`config.mk`:
```
export PLATFORM = sky130hd
export DESIGN_NAME = fsoh_ctrl
export DESIGN_NICKNAME = d
export VERILOG_FILES = /design/src/rtl/fsoh_pkg.sv /design/src/rtl/fsoh_ctrl.sv
export SDC_FILE = /design/constraint.sdc
export NUM_CORES = 1
export LEC_CHECK = 0
export BUFFER_PORTS_ARGS = -buffer_cell sky130_fd_sc_hd__buf_4
export CAP_MARGIN = 10
export CORE_AREA = 2 2 39 41
export CTS_CLUSTER_DIAMETER = 120
export DETAILED_ROUTE_END_ITERATION = 6
export DIE_AREA = 0 0 41 43
export GPL_TIMING_DRIVEN = 0
export SYNTH_ARGS = -nofsm -noshare
export SYNTH_HDL_FRONTEND = slang
export SYNTH_SLANG_ARGS = --single-unit
```
`constraint.sdc`:
```
create_clock -name i_clk -period 1.4 [get_ports i_clk]
set_input_delay 0.28 -clock i_clk [delete_from_list [all_inputs] [get_ports i_clk]]
set_output_delay 0.28 -clock i_clk [all_outputs]
set_load 0.005 [all_outputs]
```
`src/rtl/fsoh_pkg.sv`:
```
// Shared widths, codes, state type and control structs of the first-seen ordered histogram.
package fsoh_pkg;

    localparam int VAL_W  = 10;
    localparam int TOT_W  = 11;
    localparam int OCC_W  = 16;
    localparam int MODE_W = 2;

    localparam int VAL_SPAN = 2 ** VAL_W;

    localparam int VALUE_RANGE_DEF = 1024;
    localparam int COUNT_BITS_DEF  = 16;

    localparam logic [MODE_W-1:0] MODE_ADD   = 2'd0;
    localparam logic [MODE_W-1:0] MODE_READ  = 2'd1;
    localparam logic [MODE_W-1:0] MODE_CLEAR = 2'd2;

    typedef enum logic [2:0] {
        S_INIT,
        S_IDLE,
        S_LOOKUP,
        S_UPDATE,
        S_FETCH,
        S_CLEAR,
        S_RESULT
    } t_state;

    typedef struct packed {
        logic in_ready;
        logic lookup;
        logic update;
        logic fetch;
        logic sweep;
        logic load_out;
    } t_ctrl_cmd;

    typedef struct packed {
        logic              in_valid;
        logic [MODE_W-1:0] in_mode;
        logic [MODE_W-1:0] mode;
        logic              sweep_last;
        logic              out_free;
    } t_ctrl_status;

endpackage

```
`src/rtl/fsoh_ctrl.sv`:
```
// Controller state machine that sequences lookups, updates, clearing sweeps and result hand-off.
module fsoh_ctrl (
    input  logic                   i_clk,
    input  logic                   i_rst_n,
    input  fsoh_pkg::t_ctrl_status i_status,
    output fsoh_pkg::t_ctrl_cmd    o_cmd
);

    fsoh_pkg::t_state r_state;
    fsoh_pkg::t_state n_state;

    always_ff @(posedge i_clk) begin
        if (!i_rst_n) begin
            r_state <= fsoh_pkg::S_INIT;
        end else begin
            r_state <= n_state;
        end
    end

    always_comb begin
        n_state = r_state;
        case (r_state)
            fsoh_pkg::S_INIT: begin
                if (i_status.sweep_last) begin
                    n_state = fsoh_pkg::S_IDLE;
                end
            end
            fsoh_pkg::S_IDLE: begin
                if (i_status.in_valid) begin
                    case (i_status.in_mode)
                        fsoh_pkg::MODE_ADD:   n_state = fsoh_pkg::S_LOOKUP;
                        fsoh_pkg::MODE_READ:  n_state = fsoh_pkg::S_LOOKUP;
                        fsoh_pkg::MODE_CLEAR: n_state = fsoh_pkg::S_CLEAR;
                        default:              n_state = fsoh_pkg::S_RESULT;
                    endcase
                end
            end
            fsoh_pkg::S_LOOKUP: begin
                n_state = fsoh_pkg::S_UPDATE;
            end
            fsoh_pkg::S_UPDATE: begin
                if (i_status.mode == fsoh_pkg::MODE_READ) begin
                    n_state = fsoh_pkg::S_FETCH;
                end else begin
                    n_state = fsoh_pkg::S_RESULT;
                end
            end
            fsoh_pkg::S_FETCH: begin
                n_state = fsoh_pkg::S_RESULT;
            end
            fsoh_pkg::S_CLEAR: begin
                if (i_status.sweep_last) begin
                    n_state = fsoh_pkg::S_RESULT;
                end
            end
            fsoh_pkg::S_RESULT: begin
                if (i_status.out_free) begin
                    n_state = fsoh_pkg::S_IDLE;
                end
            end
            default: begin
                n_state = fsoh_pkg::S_INIT;
            end
        endcase
    end

    always_comb begin
        o_cmd = '0;
        case (r_state)
            fsoh_pkg::S_INIT:   o_cmd.sweep    = 1'b1;
            fsoh_pkg::S_IDLE:   o_cmd.in_ready = 1'b1;
            fsoh_pkg::S_LOOKUP: o_cmd.lookup   = 1'b1;
            fsoh_pkg::S_UPDATE: o_cmd.update   = 1'b1;
            fsoh_pkg::S_FETCH:  o_cmd.fetch    = 1'b1;
            fsoh_pkg::S_CLEAR:  o_cmd.sweep    = 1'b1;
            fsoh_pkg::S_RESULT: o_cmd.load_out = i_status.out_free;
            default:            o_cmd          = '0;
        endcase
    end

endmodule

```
* Word level (Yosys, flattened, before mapping)
Index checks and enable logic that the tools add are counted.
** Storage, ports and cells
- Flip-flop bits (word level) :: 3
- Bits of input ports :: 9
- Output and inout bits :: 6
- Word-level logic and storage cells :: 32
** Cells by class
- Equal/unequal tests :: 13
- Muxes and demuxes :: 13
- Reductions and logical operators :: 5
** Operator list (count)
- $pmux W3 S7 :: 1
- $mux W3 :: 4
- $eq A3 B3 Y1 const B :: 3
- $ne A2 B2 Y1 const B :: 4
- $eq A3 B2 Y1 const B :: 2
- $mux W1 :: 6
- $pmux W3 S2 :: 1
- $eq A2 B1 Y1 const B :: 2
- $reduce_and A4 Y1 :: 1
- $reduce_or A2 Y1 :: 2
- $eq A3 B1 Y1 const B :: 1
- $logic_not A3 Y1 :: 1
- $eq A2 B2 Y1 const B :: 1
- $logic_not A2 Y1 :: 1
- $mux W2 :: 1

* Longest topological paths before layout
Gate-level depths: netlist of run 1.
- Depth in word-level cells :: 5
- Gate-level depth with buffers :: 5
- Mapped depth without buffers :: 4

* Least setup slack after synthesis of run 1
Ideal clock, no wire load.
- Kind :: register to register
- From :: reg r_state[0]
- To :: reg r_state[1]
- Library setup time :: 0.115 ns
- Data arrival time :: 1.137 ns
- Required time :: 1.285 ns
- Slack :: 0.149 ns
- Cell stages (with the launch flop) :: 5
- Buffers on the path :: 0
- Clock period less this slack :: 1.251 ns
- Cells stage by stage :: dfxtp_1 nor2b_1 a2111oi_4 a211oi_1 o21a_1
** On the way
- Cells in the longest elaborated chain, start to end :: 3
- Elaborated cells between the ends (all ways) :: 13
- Those cells by class :: eq/ne: 10; mux: 1; reduce/logical: 2
** RTL lines
- from (decl) :: line fsoh_ctrl.sv:9 : fsoh_pkg::t_state r_state;
- from (signal assigned) :: line fsoh_ctrl.sv:14 : r_state <= fsoh_pkg::S_INIT;
- from (signal assigned) :: line fsoh_ctrl.sv:16 : r_state <= n_state;
- $eq A3 B1 Y1 (tied with other cells) :: line fsoh_ctrl.sv:22 : case (r_state)
- $ne A2 B2 Y1 (no line)
- $reduce_and A4 Y1 (no line)
Parallel ways exist; a longest one is shown, timed or not.
A chain may end at the register's enable or synchronous reset.

==> flow_metrics.py, run 1 <==
metrics = {
    "outcome": {
        "status": "finished, final reports clean",
    },
    "grt": {
        "grt.total_usage_pct": 11.52,
        "antenna_found_initial": 0,
        "grt_pass1_wl_mm": 1.304,
        "first_global_vias": 329,
        "grt_max_degree": 11,
        "grt_remaining_overflow": 0,
    },
    "floorplan": {
        "fp.dieW_um": 41,
        "die-area_sq_um": 1763,
        "io_pins": 15,
        "die_h_um": 43,
        "start_util_pct": 23.69,
        "rows": 14,
        "coreArea_sq_um": 1384,
    },
    "critical_path": {
        "rr_endpoint": "r_state[0]",
        "reg2reg_depth": 4,
        "required_ns": 1.12,
        "reg2reg_from": "r_state[0]",
        "worstSetupEndpointType": "primary output",
        "crit_arrival_ns": 1.09,
        "crit_fanout": 5,
        "path_class": "reg2out",
        "r2r_slack_ns": 0.08,
        "cp-start-kind": "flop",
    },
    "sta": {
        "worst_pin_slew_ns": 0.3745,
        "fin_setup_tns_ns": 0,
        "whs_ns": 0.2765,
        "fmax_ghz": 0.7290,
        "fin_skew_ns": 0.0002453,
        "drv_slew": 0,
        "period_share_pct": 97.98,
        "setup_viol": 0,
        "min_period_ns": 1.372,
        "setup_slack_ns": 0.02831,
        "maxSlewHeadroom_pct": 75.03,
        "hold_violations": 0,
    },
    "detailed_routing": {
        "drt-vias-per-instance": 4.725,
        "drc_errors": 0,
        "dr.pass1.iters": 4,
        "detail_route.wirelength_um": 935,
        "routedWlPerCell_um": 11.69,
        "final_antenna_net_count": 0,
        "vias": 378,
        "drtIter0Drc": 9,
    },
    "cts": {
        "h-tree-depth": 1,
        "clk_latency_ns": 0.24,
        "numCtsBuffers": 3,
        "postCtsHoldBufs": 0,
        "cts_buffer_depth": 2,
        "cts_tree": "built",
        "ctsRootBufferMaster": "clkbuf_4",
        "cts_sinks": 3,
        "clk_pin_slew_ns": 0.04,
    },
    "min_path": {
        "min_path_cells": 2,
        "hold_start": "i_rst_n",
        "min_path_type": "in2reg",
        "min_to": "r_state[2]",
    },
    "power_and_ir_drop": {
        "leakagePower_nw": 0.2614,
        "ir_drop_mv": 0.6770,
        "p_total_uw": 970.5,
        "power_density_nw_per_um2": 1672,
    },
    "yosys": {
        "yosysWarnings": 0,
        "synth-seq-cells": 3,
        "avgSynthCellArea_sq_um": 8.405,
        "ys.flop_type": "dfxtp_1",
        "syn_inst": 39,
        "synth.net_count": 48,
        "synth_edf_count": 0,
        "synthArstFlopShare_pct": 0,
        "yosysSeqAreaShare_pct": 18.32,
        "synth.distinct_cells": 24,
        "syn_area_sq_um": 327.8,
    },
    "place": {
        "numPortBuffers": 14,
        "place_hpwl_um": 558.8,
        "place_congestion": 0.7642,
        "pre_cts_ws_ns": 0.006423,
        "place_area_sq_um": 452.9,
    },
    "finish": {
        "largest_reg_flops": 3,
        "top_register": "r_state",
        "diodes": 0,
        "fin_nets": 74,
        "syn2layout_area_growth_pct": 77.10,
        "reg_top3": "r_state (3)",
        "fin_area_sq_um": 580.6,
        "final_layout_size_suffix_gt1_share_pct": 62.50,
        "final_common_cell": "buf_4",
    },
    "flow_run": {
        "max-cap-violations": 0,
    },
}
[Yosys cell counts (2+ instances only)]
library cell  instances  area share, %
nor2_1                3            3.4
buf_4                 2            4.6
nand2b_1              2            3.8
nor3b_1               2            4.6
o21a_1                3            6.9
dfxtp_1               3             18
a211oi_1              2            4.6
nand2_1               3            3.4
nor2b_1               4            7.6
[critical path, stage by stage (launching register included)]
cell and delay, ns:
dfxtp_4 0.35, buf_6 0.13, nor2b_4 0.12, and2_4 0.15, buf_6 0.11
[per-stage QoR]
step                util [%]  std cells
detailed placement     32.73         69
finish                 41.95         80
CTS                    36.35         73
global placement       32.73         69
floorplan                  -         39
global route           41.95         80
[metal layers]
layer  global-route usage, %  up-vias  part of all wire, %
li1                        -      191                    -
met1                   13.74      175                   42
met2                   15.00       10                   52
met3                   7.853        2                  5.0
met4                   6.000        0                 0.53
met5                       0        -                    0
[area by class of cell]
cell class	instances	area, sq um
well taps	16	20.02
multi-input cells	32	265.3
clock buffers	4	26.28
repair buffers	21	156.4
plain buffers	3	37.54
flip-flops and latches	3	71.32
fillers	148	803.3
inverters	1	3.754
[timing repair]
action / CTS / global route
buffers inserted: 0 / 5
gates cloned: 0 / 2
endpoints found under the setup margin: 7 / 6
pin swaps: 0 / 2
gates resized for setup: 8 / 10
[report_power, final]
part	total [mW]	internal, mW	switching (mW)
registers	0.174	0.132	0.0415
logic	0.642	0.377	0.265
clock network	0.155	0.107	0.0477
[how the worst max path moves through the flow]
stage                             to  slack [ns]       start
final                       o_cmd[3]        0.03  r_state[1]
after global routing        o_cmd[3]       -0.01  r_state[1]
after floorplan           r_state[1]        0.15  r_state[0]
after global placement    r_state[1]        0.04  r_state[0]
after CTS                   o_cmd[1]      -0.003  r_state[0]
after detailed placement  r_state[0]       0.006  r_state[2]
[kinds of logic (layout without fill, tap and decap cells)]
logic type,after synthesis,count (layout),synth area share [%]
xor+xnor,1,1,2.672
simple gates,19,19,35.88
compound gates,12,12,33.97
buf+inv,4,29,9.158
flops,3,3,18.32
Note: power is estimated with default switching activity, not from simulation.
==> run 2, diff against run 1 <==
==> constraint.sdc (replaced) <==
create_clock -name i_clk -period 1.49 [get_ports i_clk]
set_input_delay 0.298 -clock i_clk [delete_from_list [all_inputs] [get_ports i_clk]]
set_output_delay 0.298 -clock i_clk [all_outputs]
set_load 0.005 [all_outputs]
==> run 2 against run 1 <==
  * Design area is 13% lower
  * Critical path type unchanged
  * Worst hold slack better by 0.018 ns
  * Clock-buffer cell count stayed put
  * Largest power group unchanged
  * Non-clock buffer count is 7 lower
==> flow_metrics.py, run 2 (synthesis gave the netlist of run 1 again) <==
metrics = {
    "sta": {
        "setup_viol": 0,
        "fin_skew_ns": 0.0002873,
        "grt_setup_unrepaired": "true",
        "setup_slack_ns": 0.06581,
        "drv_slew": 0,
        "period_share_pct": 95.58,
        "min_period_ns": 1.424,
        "fmax_ghz": 0.7022,
        "hold_violations": 0,
        "worst_pin_slew_ns": 0.3665,
        "maxSlewHeadroom_pct": 75.57,
    },
    "floorplan": {
        "coreArea_sq_um": 1384,
        "die-area_sq_um": 1763,
        "fp.dieW_um": 41,
        "die_h_um": 43,
        "io_pins": 15,
        "start_util_pct": 23.69,
        "rows": 14,
    },
    "cts": {
        "cts_buffer_depth": 2,
        "cts_sinks": 3,
        "cts_tree": "built",
        "numCtsBuffers": 3,
        "postCtsHoldBufs": 0,
        "h-tree-depth": 1,
        "clk_latency_ns": 0.24,
        "ctsRootBufferMaster": "clkbuf_4",
        "clk_pin_slew_ns": 0.04,
    },
    "finish": {
        "syn2layout_area_growth_pct": 54.20,
        "diodes": 0,
        "final_util_pct": 36.53,
        "final_common_cell": "buf_4",
        "final_layout_size_suffix_gt1_share_pct": 50.88,
        "largest_reg_flops": 3,
        "fin_nets": 67,
        "reg_top3": "r_state (3)",
        "top_register": "r_state",
    },
    "critical_path": {
        "cp_slowest_stage_delay_ns": 0.33,
        "worstSetupEndpointType": "primary output",
        "crit_slowest_cell": "dfxtp_2",
        "reg2reg_from": "r_state[2]",
        "cp.depth": 4,
        "crit_fanout": 10,
        "crit_arrival_ns": 1.13,
        "required_ns": 1.19,
        "path_class": "reg2out",
        "cpLargestDelayFamily": "flip-flops",
        "worst-path-buf-inv": 2,
        "reg2reg_depth": 5,
        "path_cells": "buf_6 -> nor2b_2 -> and2_1 -> buf_4",
        "rr_endpoint": "r_state[0]",
        "cp-start-kind": "flop",
        "r2r_slack_ns": 0.18,
    },
    "place": {
        "place_hpwl_um": 558.8,
        "pre_cts_ws_ns": 0.09642,
        "place_congestion": 0.7642,
        "numPortBuffers": 14,
    },
    "grt": {
        "first_global_vias": 326,
        "grt_remaining_overflow": 0,
        "grt.total_usage_pct": 11.52,
        "grt_pass1_wl_mm": 1.311,
        "antenna_found_initial": 0,
        "grt_max_degree": 11,
    },
    "detailed_routing": {
        "vias": 342,
        "detail_route.wirelength_um": 768,
        "drtIter0Drc": 1,
        "drt-vias-per-instance": 4.685,
        "drc_errors": 0,
        "routedWlPerCell_um": 10.52,
        "final_antenna_net_count": 0,
        "dr.pass1.iters": 2,
    },
    "flow_run": {
        "max-cap-violations": 0,
    },
    "min_path": {
        "min_path_type": "in2reg",
        "min_path_cells": 2,
        "min_to": "r_state[1]",
        "hold_start": "i_rst_n",
    },
    "power_and_ir_drop": {
        "leakagePower_nw": 0.2193,
        "ir_drop_mv": 0.6493,
        "power_density_nw_per_um2": 1532,
    },
    "outcome": {
        "status": "finished, final reports clean",
    },
}
==> run 2: how the worst max path moves through the flow <==
stage               slack (ns)         from          to
global route            -0.009   r_state[1]    o_cmd[3]
detailed placement         0.1   r_state[2]  r_state[0]
CTS                      0.002   r_state[1]    o_cmd[0]
finish                    0.07   r_state[1]    o_cmd[3]
global placement          0.12  i_status[1]  r_state[1]
floorplan                 0.24   r_state[0]  r_state[1]
==> run 2: repair_timing <==
| action | 4_1_cts | 5_1_grt |
|---|---|---|
| resized for setup | 3 | 6 |
| setup buffers | 0 | 0 |
| cloned | 0 | 0 |
| endpoints found under the hold margin | 0 | 0 |
| endpoints found under the setup margin | 3 | 3 |
==> run 2: power by group <==
part	internal, mW	total, mW	switching (mW)
logic	0.267	0.471	0.204
registers	0.116	0.158	0.0421
clock network	0.101	0.145	0.0445
total	0.484	0.774	0.291
==> run 2: cell type report <==
cell class	count	area [sq um]
plain buffers	3	33.78
clock buffers	4	26.28
fillers	155	878.3
inverters	1	3.754
multi-input cells	32	250.2
flip-flops and latches	3	66.31
well taps	16	20.02
repair buffers	14	105.1
==> run 2: layer usage <==
metal,track usage [%],wire length [um],vias up
met1,13.74,347,153
li1,-,-,179
met4,6.000,5,0
met5,0,0,-
met3,7.853,45,2
met2,15.00,371,8
==> run 2: through the flow <==
step           cell area [sq um]  hold WS [ns]  instances   TNS (ns)  total power [mW]
2_1_floorplan              327.8        0.4157         39          0            0.4557
3_3_place_gp               452.9        0.5402         69          0            0.6000
3_5_place_dp               452.9        0.5389         69          0            0.6007
4_1_cts                    488.0        0.2883         73          0            0.7718
5_1_grt                    505.5        0.3024         73  -0.008514            0.8497
6_report                   505.5        0.2944         73          0            0.7742
